--- config.mk ---
export PLATFORM = sky130hd
export DESIGN_NAME = triangular_fuzzy_domination_compare_top
export DESIGN_NICKNAME = d
export VERILOG_FILES = /design/src/sv/tfd_pkg.sv /design/src/sv/tfd_weight.sv /design/src/sv/tfd_diff.sv /design/src/sv/tfd_scale.sv /design/src/sv/triangular_fuzzy_domination_compare_top.sv
export VERILOG_INCLUDE_DIRS = /design/src /design/src/sv
export SDC_FILE = /design/constraint.sdc
export NUM_CORES = 1
export LEC_CHECK = 0
export BUFFER_PORTS_ARGS = -buffer_cell sky130_fd_sc_hd__buf_2
export CORE_MARGIN = 5
export CORE_UTILIZATION = 60
export DETAILED_ROUTE_END_ITERATION = 7
export GPL_TIMING_DRIVEN = 0
export PLACE_DENSITY = 0.86
export SETUP_SLACK_MARGIN = 0.5
export SLEW_MARGIN = 20
export SYNTH_ARGS = -nofsm -noshare
export SYNTH_HDL_FRONTEND = slang
export SYNTH_SLANG_ARGS = --single-unit
--- constraint.sdc ---
create_clock -name clk -period 14.9 [get_ports clk]
set_clock_uncertainty 0.15 [all_clocks]
set_input_delay 2.98 -clock clk [delete_from_list [all_inputs] [get_ports clk]]
set_output_delay 2.98 -clock clk [all_outputs]
set_load 0.02 [all_outputs]
--- src/sv/triangular_fuzzy_domination_compare_top_defines.svh ---
// assertion macros for the comparator modules, used by tfd_scale
// no dependencies
`ifndef TRIANGULAR_FUZZY_DOMINATION_COMPARE_TOP_DEFINES_SVH
`define TRIANGULAR_FUZZY_DOMINATION_COMPARE_TOP_DEFINES_SVH

// implication checked every clock outside reset
`define TFD_ASSERT_IMP(label, ante, cons, msg) \
  label: assert property (@(posedge clk) disable iff (rst) (ante) |-> (cons)) else $error(msg);

// next-cycle implication checked outside reset
`define TFD_ASSERT_NEXT(label, ante, cons, msg) \
  label: assert property (@(posedge clk) disable iff (rst) (ante) |=> (cons)) else $error(msg);

`endif

--- src/sv/tfd_pkg.sv ---
// shared widths and constants for the fuzzy domination comparator
// no dependencies
package tfd_pkg;
  localparam int VALUE_BITS = 32;
  localparam int FRAC_BITS  = 16;
  localparam int ID_BITS    = 32;
  localparam int OUT_BITS   = 51;
  localparam int SUM_BITS   = VALUE_BITS + 2;
  localparam int HALF_SHIFT = FRAC_BITS - 1;
  localparam logic [OUT_BITS-1:0] POS_MAX = {1'b0, {(OUT_BITS-1){1'b1}}};
  localparam logic [OUT_BITS-1:0] NEG_MIN = {1'b1, {(OUT_BITS-1){1'b0}}};
  localparam logic [OUT_BITS-1:0] POS_LIM = POS_MAX >> HALF_SHIFT;
  localparam logic [OUT_BITS-1:0] NEG_LIM = NEG_MIN >> HALF_SHIFT;

  typedef logic [VALUE_BITS-1:0] val_t;
  typedef logic [SUM_BITS-1:0]   sum_t;
  typedef logic [ID_BITS-1:0]    id_t;
  typedef logic [OUT_BITS-1:0]   dom_t;
endpackage

--- src/sv/tfd_weight.sv ---
// stage 1: order check and triangle weights low + 2*peak + high
// uses tfd_pkg
module tfd_weight import tfd_pkg::*; (
  input  logic clk,
  input  logic rst,
  input  logic en,
  input  logic in_valid,
  input  val_t al, ap, ah, bl, bp, bh,
  input  id_t  aid, bid,
  output logic valid,
  output sum_t wa, wb,
  output id_t  aid_q, bid_q,
  output logic err
);
  always_ff @(posedge clk) begin
    if (rst) begin
      valid <= 1'b0;
    end else if (en) begin
      valid <= in_valid;
    end
    if (en) begin
      wa    <= SUM_BITS'(al) + {1'b0, ap, 1'b0} + SUM_BITS'(ah);
      wb    <= SUM_BITS'(bl) + {1'b0, bp, 1'b0} + SUM_BITS'(bh);
      aid_q <= aid;
      bid_q <= bid;
      err   <= (al > ap) || (ap > ah) || (bl > bp) || (bp > bh);
    end
  end
endmodule

--- src/sv/tfd_diff.sv ---
// stage 2: magnitude of the weight difference, which weight is larger, and the id comparison
// uses tfd_pkg
module tfd_diff import tfd_pkg::*; (
  input  logic clk,
  input  logic rst,
  input  logic en,
  input  logic in_valid,
  input  sum_t wa, wb,
  input  id_t  aid, bid,
  input  logic err_in,
  output logic valid,
  output sum_t mag,
  output logic a_ge,
  output logic id_gt,
  output logic err
);
  always_ff @(posedge clk) begin
    if (rst) begin
      valid <= 1'b0;
    end else if (en) begin
      valid <= in_valid;
    end
    if (en) begin
      a_ge  <= wa >= wb;
      mag   <= (wa >= wb) ? wa - wb : wb - wa;
      id_gt <= bid > aid;
      err   <= err_in;
    end
  end
endmodule

--- src/sv/tfd_scale.sv ---
// stage 3: scale, saturate, sign and verdict into the output register
// uses tfd_pkg and the assertion macro header
`include "triangular_fuzzy_domination_compare_top_defines.svh"
module tfd_scale import tfd_pkg::*; (
  input  logic clk,
  input  logic rst,
  input  logic en,
  input  logic in_valid,
  input  sum_t mag,
  input  logic a_ge,
  input  logic id_gt,
  input  logic err_in,
  output logic valid,
  output dom_t dab,
  output dom_t dba,
  output logic less,
  output logic err
);
  dom_t m, pos_v, neg_v;
  logic zero, a_dom, b_dom, verdict;

  always_comb begin
    m       = OUT_BITS'(mag);
    zero    = (mag == '0);
    pos_v   = (m > POS_LIM) ? POS_MAX : (m << HALF_SHIFT);
    neg_v   = (m > NEG_LIM) ? NEG_MIN : (dom_t'(0) - (m << HALF_SHIFT));
    a_dom   = a_ge && !zero;
    b_dom   = !a_ge;
    // mutual domination goes to b when its id is larger; a_dom and b_dom never hold together
    verdict = (a_dom && b_dom) ? id_gt : b_dom;
  end

  always_ff @(posedge clk) begin
    if (rst) begin
      valid <= 1'b0;
    end else if (en) begin
      valid <= in_valid;
    end
    if (en) begin
      err <= err_in;
      if (err_in) begin
        dab  <= '0;
        dba  <= '0;
        less <= 1'b0;
      end else if (zero) begin
        // equal weights: neither side dominates
        dab  <= '0;
        dba  <= '0;
        less <= 1'b0;
      end else if (a_ge) begin
        dab  <= pos_v;
        dba  <= neg_v;
        less <= verdict;
      end else begin
        dab  <= neg_v;
        dba  <= pos_v;
        less <= verdict;
      end
    end
  end

  `TFD_ASSERT_IMP(err_clears, valid && err, dab == '0 && dba == '0 && !less, "error item not zero")
  `TFD_ASSERT_IMP(antisym, valid && !err, (dab == '0) == (dba == '0), "domination not antisymmetric")
  `TFD_ASSERT_NEXT(hold_out, valid && !en, $stable(dab) && $stable(less) && valid, "stalled result moved")
endmodule

--- src/sv/triangular_fuzzy_domination_compare_top.sv ---
// Triangular fuzzy number domination comparator. One pair of triangles
// (low, peak, high) with ids enters per cycle; each result passes through
// a three-stage pipeline (weights, differences, scaling and verdict).
// Dominations are signed with 31 fraction bits; out-of-order points set
// order_error and zero the other fields. A stall freezes the whole
// pipeline, so the rate is one item per cycle while the output side
// takes items.
// uses tfd_pkg, tfd_weight, tfd_diff, tfd_scale
module triangular_fuzzy_domination_compare_top import tfd_pkg::*; (
  input  logic clk,
  input  logic rst,
  input  logic in_valid,
  output logic in_stall,
  input  val_t a_low, a_peak, a_high,
  input  val_t b_low, b_peak, b_high,
  input  id_t  a_id, b_id,
  output logic out_valid,
  input  logic out_stall,
  output dom_t dom_a_over_b,
  output dom_t dom_b_over_a,
  output logic a_less_than_b,
  output logic order_error
);
  logic en;
  logic v1, v2, e1, e2, age, idg;
  sum_t wa, wb, mag;
  id_t  aid1, bid1;

  // whole pipeline advances unless a finished item is held
  assign en       = !(out_valid && out_stall);
  assign in_stall = !en;

  tfd_weight u_w (.clk, .rst, .en, .in_valid,
    .al(a_low), .ap(a_peak), .ah(a_high), .bl(b_low), .bp(b_peak), .bh(b_high),
    .aid(a_id), .bid(b_id), .valid(v1), .wa, .wb, .aid_q(aid1), .bid_q(bid1), .err(e1));

  tfd_diff u_d (.clk, .rst, .en, .in_valid(v1), .wa, .wb, .aid(aid1), .bid(bid1),
    .err_in(e1), .valid(v2), .mag, .a_ge(age), .id_gt(idg), .err(e2));

  tfd_scale u_s (.clk, .rst, .en, .in_valid(v2), .mag, .a_ge(age), .id_gt(idg),
    .err_in(e2), .valid(out_valid), .dab(dom_a_over_b), .dba(dom_b_over_a),
    .less(a_less_than_b), .err(order_error));
endmodule
==> results of run 1 <==
==> registers in the layout (all words and copies together) (netlist names) <==
name,flops
u_s.dba,35
u_d.mag,34
u_s.dab,34
u_w.wa,34
u_w.wb,34
u_d.a_ge,1
u_d.err,1
u_d.valid,1
u_s.err,1
u_s.less,1
u_s.valid,1
u_w.err,1
u_w.valid,1
==> critical path, delay by kind of cell <==
family,cells,cell delay [ns]
buf+inv,1,0.12
simple gates,1,0.08
compound gates,7,2.65
xor+xnor,1,0.14
fa+ha+maj,2,0.88
==> kinds of logic (layout without fill, tap and decap cells) <==
logic type	count (synthesis)	in the layout	synth area share
AO/OA/AOI/OAI	521	521	0.182
XOR/XNOR	139	139	0.0662
adder cells (fa/ha/maj)	328	328	0.250
buffers and inverters	317	623	0.0741
flip-flops	179	179	0.291
multiplexers	25	25	0.0138
other	1	30	0.000204
AND/OR/NAND/NOR	459	459	0.123
==> cells in the mapped netlist (9+ instances only) <==
cell type  count  area share
ha_1         262        0.18
inv_1        237       0.048
edfxtp_1     176        0.29
a21oi_1      171       0.047
nor2_1       157       0.032
a21o_1       111       0.045
o21ai_0       98       0.027
nand2_1       83       0.017
xnor2_1       81       0.039
fa_1          66       0.072
xor2_1        58       0.028
buf_4         36       0.015
clkbuf_1      35      0.0071
nand4_1       35       0.012
nor3_1        32      0.0087
nand2b_1      25      0.0085
o21a_1        25       0.010
or3_1         24      0.0082
mux2i_1       23       0.013
nand3_1       22      0.0060
o21bai_1      18      0.0074
and2_1        16      0.0054
nor2b_1       14      0.0048
o211ai_1      12      0.0049
a211oi_1      11      0.0045
or2_2         11      0.0037
a31oi_1       10      0.0034
a221oi_1       9      0.0043
and4_1         9      0.0043
==> layout make-up <==
cell class | count | area (sq um) | share of cell area
buffer | 80 | 472 | 0.0224
clock inverter | 14 | 158 | 0.00750
timing repair buffer | 274 | 1430 | 0.0681
inverter | 237 | 890 | 0.0423
tap | 396 | 495 | 0.0236
sequential | 179 | 5350 | 0.254
clock buffer | 18 | 439 | 0.0209
multi-input combinational | 1502 | 11800 | 0.561
==> per-stage QoR <==
step	util	hold slack [ns]	power [mW]	setup WS (ns)
after floorplan	-	0.250	2.66	4.06
after global routing	0.691	0.282	4.09	7.87
final	0.691	0.270	3.83	8.09
after detailed placement	0.671	0.255	3.32	7.80
after CTS	0.691	0.271	3.78	8.07
after global placement	0.668	0.251	3.26	2.92
==> how the worst max path moves through the flow <==
stage,start,endpoint,slack (ns),cells after the start
finish,b_low[7],u_w.wb[26],8.09,12
global placement,out_stall,in_stall,2.92,4
global route,b_low[7],u_w.wb[26],7.87,12
CTS,out_stall,in_stall,8.07,4
detailed placement,b_low[7],u_w.wb[26],7.80,12
floorplan,out_stall,in_stall,4.06,2
==> power by group <==
part           switching (mW)  total (mW)  internal [mW]
Sequential              0.180        1.02          0.839
Clock                   0.220       0.450          0.230
Combinational            1.43        2.36          0.933
==> metal layers <==
metal  global-route usage  vias up  part of all wire
li1                     -     7572                 -
met1                0.361     7417              0.42
met2                0.478      594              0.48
met3               0.0310      111             0.058
met4                0.103        0             0.037
met5                    0        -                 0
==> impl_metrics.json, run 1 <==
{
  "viasPerCell": 5.81,
  "final_common_cell": "buf_2",
  "final_area_sq_um": 21000,
  "tns_ns": 0,
  "n_antenna_cell": 0,
  "fmax_mhz": 147,
  "post_cts_buffers": 0,
  "finalNonFillerCells": 2700,
  "hold_path_depth": 0,
  "crit_required_ns": 14.94,
  "fillerInstances": 2353,
  "finalHoldViolCount": 0,
  "wire_per_inst_um": 17.9,
  "cp_data_arrival_time_ns": 6.85,
  "tightest_slew_ns": 1.09,
  "ys.flop_type": "edfxtp_1",
  "reg2reg_depth": 13,
  "cts_tree": "yes",
  "timing.final.crit_share": 0.457,
  "core_area_sq_um": 30400,
  "crit_type": "primary input to register",
  "first_global_vias": 15700,
  "die_h_um": 185,
  "min_period_ns": 6.81,
  "hold_path.class": "register to register",
  "place_area_sq_um": 20400,
  "r2r_start": "u_w.wa[24]",
  "root_buffer": "clkbuf_16",
  "synth_area_per_cell_sq_um": 9.33,
  "clock_path_buffers": 2,
  "synth_cell_types": 67,
  "clock_latency_ns": 0.44,
  "cts_made_buffers": 17,
  "htreeDepth": 4,
  "ir_drop_v": 0.0000840,
  "grt_pass1_wl_um": 77100,
  "critPathMaxStageDelay_ns": 0.94,
  "synth_edf_count": 176,
  "clkSinkCount": 179,
  "setup_viol": 0,
  "dieArea_sq_um": 34200,
  "final_cell_mix": "276 x buf_2, 262 x ha_1, 237 x inv_1, 176 x edfxtp_1, 171 x a21oi_1",
  "ioPinCount": 366,
  "gr-total-overflow": 0,
  "placed_cells": 2668,
  "postCtsHoldBufs": 0,
  "start_util": 0.604,
  "status": "finished, final reports clean",
  "rr_endpoint": "u_d.mag[17]",
  "synthArstFlopShare": 0,
  "cp_common_cell": "a2111oi_0",
  "drive_gt1_frac": 0.162,
  "worstPathCellList": "buf_2 -> fa_1 -> ha_1 -> a2111oi_0 -> o21a_1 -> nor3_1 -> a211o_1 -> a2111oi_0 -> o21ai_0 -> a31oi_1 -> o21bai_1 -> xor2_1",
  "whs_endpoint": "u_d.err",
  "drc_errors": 0,
  "slew_headroom": 0.257,
  "yosys_warnings": 0,
  "drt_iter0_drc": 1168,
  "drtPass1Iterations": 6,
  "routed_wl_um": 48300,
  "power_leakage_nw": 10.6,
  "synth.cell_area_sq_um": 18400,
  "crit_path_top_delay_cell": "a2111oi_0",
  "dieWidth_um": 185,
  "cts.clk_slew.worst_paths_ns": 0.07,
  "ys_ff_latch": 179,
  "dp_hpwl_um": 40800,
  "slew_violations": 0,
  "worstPathMaxFanout": 5,
  "r2r_slack_ns": 9.87,
  "grt_max_degree": 61,
  "ant_nets": 0,
  "antenna_found_initial": 1,
  "min_from": "u_w.err",
  "netlist_instances": 1969,
  "cp-start-kind": "primary input",
  "grt_util_all_layers": 0.277,
  "cts_resized": 0,
  "vias": 15700,
  "place_congestion": 0.966,
  "io_buffer_count": 271,
  "critPathCaptureType": "register",
  "powerDensity_nw_per_um2": 182,
  "nets": 2879,
  "rows": 64,
  "syn2layout_area_growth_pct": 14.4,
  "drv_cap": 0,
  "rsz0062_at_grt": "no",
  "seq_area_frac_synth": 0.291
}
No activity file was read; power rests on OpenSTA's default activity.
==> run 2: changes to the inputs <==
--- a/config.mk
+++ b/config.mk
@@ -8,10 +8,10 @@
 export LEC_CHECK = 0
 export BUFFER_PORTS_ARGS = -buffer_cell sky130_fd_sc_hd__buf_2
 export CORE_MARGIN = 5
-export CORE_UTILIZATION = 60
+export CORE_UTILIZATION = 51
 export DETAILED_ROUTE_END_ITERATION = 7
 export GPL_TIMING_DRIVEN = 0
-export PLACE_DENSITY = 0.86
+export PLACE_DENSITY = 0.78
 export SETUP_SLACK_MARGIN = 0.5
 export SLEW_MARGIN = 20
 export SYNTH_ARGS = -nofsm -noshare
==> constraint.sdc (replaced) <==
create_clock -name clk -period 5.9 [get_ports clk]
set_clock_uncertainty 0.15 [all_clocks]
set_input_delay 1.18 -clock clk [delete_from_list [all_inputs] [get_ports clk]]
set_output_delay 1.18 -clock clk [all_outputs]
set_load 0.02 [all_outputs]
==> impl_metrics.json, run 2 (same netlist as run 1, synthesis figures left out) <==
{
  "cts_resized": 0,
  "cp_common_cell": "buf_2",
  "drv_cap": 0,
  "p_seq_frac": 0.266,
  "tightest_slew_ns": 0.852,
  "cp_data_arrival_time_ns": 4.88,
  "fmax_mhz": 206,
  "finalHoldViolCount": 0,
  "drive_gt1_frac": 0.161,
  "rows": 69,
  "pwr-share-comb": 0.613,
  "clkPwrFrac": 0.120,
  "power_leakage_nw": 10.5,
  "ir_drop_v": 0.000332,
  "slew_headroom": 0.417,
  "finalPower_mw": 9.63,
  "dieWidth_um": 200,
  "powerDensity_nw_per_um2": 457,
  "die_h_um": 200,
  "clock_latency_ns": 0.44,
  "reg2reg_depth": 14,
  "worstPathCellList": "inv_1 -> ha_1 -> clkbuf_1 -> nand3_1 -> or3_1 -> or4_1 -> o41ai_1 -> a21o_1 -> buf_2 -> or2_1 -> buf_2 -> buf_4 -> mux2i_1 -> xor2_1",
  "crit_type": "register to register",
  "ioPinCount": 366,
  "final_area_sq_um": 21100,
  "switching_power_mw": 4.56,
  "rsz0062_at_grt": "no",
  "hold_path_depth": 0,
  "min_from": "u_w.err",
  "largest_reg_flops": 35,
  "drc_errors": 0,
  "wire_per_inst_um": 17.4,
  "whs_ns": 0.290,
  "drtPass1Iterations": 5,
  "clock_path_buffers": 2,
  "core_area_sq_um": 35600,
  "setup_viol": 0,
  "swShare": 0.473,
  "postCtsHoldBufs": 0,
  "status": "finished, final reports clean",
  "viasPerCell": 5.56,
  "largest_register": "u_s.dba",
  "worstPathMaxFanout": 10,
  "drt_iter0_drc": 820,
  "cp-start-kind": "register",
  "htreeDepth": 4,
  "final_common_cell": "buf_2",
  "crit_required_ns": 5.91,
  "internal_power_mw": 5.07,
  "final_util": 0.592,
  "place_area_sq_um": 20500,
  "io_buffer_count": 271,
  "crit_path_top_delay_cell": "o41ai_1",
  "critPathMaxStageDelay_ns": 0.72,
  "post_cts_buffers": 0,
  "final_cell_mix": "276 x buf_2, 262 x ha_1, 237 x inv_1, 176 x edfxtp_1, 171 x a21oi_1",
  "cts.clk_slew.worst_paths_ns": 0.07,
  "nets": 2877,
  "hold_path.class": "register to register",
  "dieArea_sq_um": 39900,
  "fin_ws_ns": 1.04,
  "first_global_vias": 15100,
  "cts_tree": "yes",
  "slew_violations": 0,
  "start_util": 0.517,
  "r2r_slack_ns": 1.04,
  "gr-total-overflow": 0,
  "ant_nets": 0,
  "clkSinkCount": 179,
  "root_buffer": "clkbuf_16",
  "cts_made_buffers": 17,
  "antenna_found_initial": 1,
  "place_congestion": 0.919,
  "vias": 15400,
  "grt_max_degree": 101,
  "r2r_start": "u_w.wb[30]",
  "syn2layout_area_growth_pct": 14.6,
  "routed_wl_um": 48000,
  "critPathCaptureType": "register",
  "timing.final.crit_share": 0.824,
  "whs_endpoint": "u_d.err",
  "dp_hpwl_um": 40700,
  "grt_util_all_layers": 0.235,
  "dp_slack_ns": 0.698,
  "rr_endpoint": "u_d.mag[17]",
  "min_period_ns": 4.86,
  "grt_pass1_wl_um": 75900
}
-- run 2: cell count changes in the layout (fill, tap and decap cells not counted) --
cell / change
clkinvlp_4: +2
inv_6: -2
buf_12: -1
buf_16: -1
bufinv_16: +1
clkbuf_1: +1
clkbuf_8: -1
clkinv_4: -1
clkinv_8: -1
diode_2: +1
inv_8: +1
nand2_4: -1
nand2_8: +1
-- run 2: worst max path at each step --
stage / start / to / slack, ns / depth (start not counted)
2_1_floorplan: out_stall / in_stall / 0.64 / 2
3_3_place_gp: out_stall / in_stall / -0.18 / 4
3_5_place_dp: a_low[1] / u_w.wa[27] / 0.70 / 15
4_1_cts: u_w.wa[24] / u_d.mag[17] / 1.09 / 13
5_1_grt: u_w.wb[30] / u_d.mag[14] / 0.72 / 14
6_report: u_w.wb[30] / u_d.mag[17] / 1.04 / 14
-- run 2: stage by stage --
step / setup TNS [ns] / std cells
4_1_cts: 0 / 2763
6_report: 0 / 2764
5_1_grt: 0 / 2763
2_1_floorplan: 0 / 1998
3_5_place_dp: 0 / 2731
3_3_place_gp: -0.180 / 2730
-- run 2: layer usage --
metal / up-vias / routed length [um] / global-route usage
met4: 0 / 1190 / 0.0657
met1: 7211 / 20900 / 0.316
met2: 526 / 23200 / 0.405
li1: 7583 / - / -
met5: - / 0 / 0
met3: 53 / 2710 / 0.0255
-- run 2: layout make-up --
cell class / instances / area [sq um]
clock buffer: 18 / 429
fill: 3098 / 14500
multi-input combinational: 1502 / 11800
sequential: 179 / 5350
timing repair buffer: 272 / 1380
tap: 461 / 577
antenna: 1 / 2.50
inverter: 237 / 890
clock inverter: 14 / 171
buffer: 80 / 472
-- run 2: power by group through the flow --
stage / Clock (mW) / Combinational [mW] / Sequential, mW
2_1_floorplan: 0 / 4.19 / 2.52
3_3_place_gp: 0 / 5.70 / 2.58
3_5_place_dp: 0 / 5.80 / 2.59
4_1_cts: 1.17 / 5.84 / 2.57
5_1_grt: 1.22 / 6.53 / 2.61
6_report: 1.16 / 5.91 / 2.56
-- run 2: worst max-delay path, delay by kind of cell, from the launching register on --
kind | cells | cell delay (ns)
simple gates | 4 | 1.36
buf+inv | 5 | 1.14
compound gates | 2 | 0.86
flops | 1 | 0.41
fa+ha+maj | 1 | 0.27
mux | 1 | 0.27
xor+xnor | 1 | 0.12
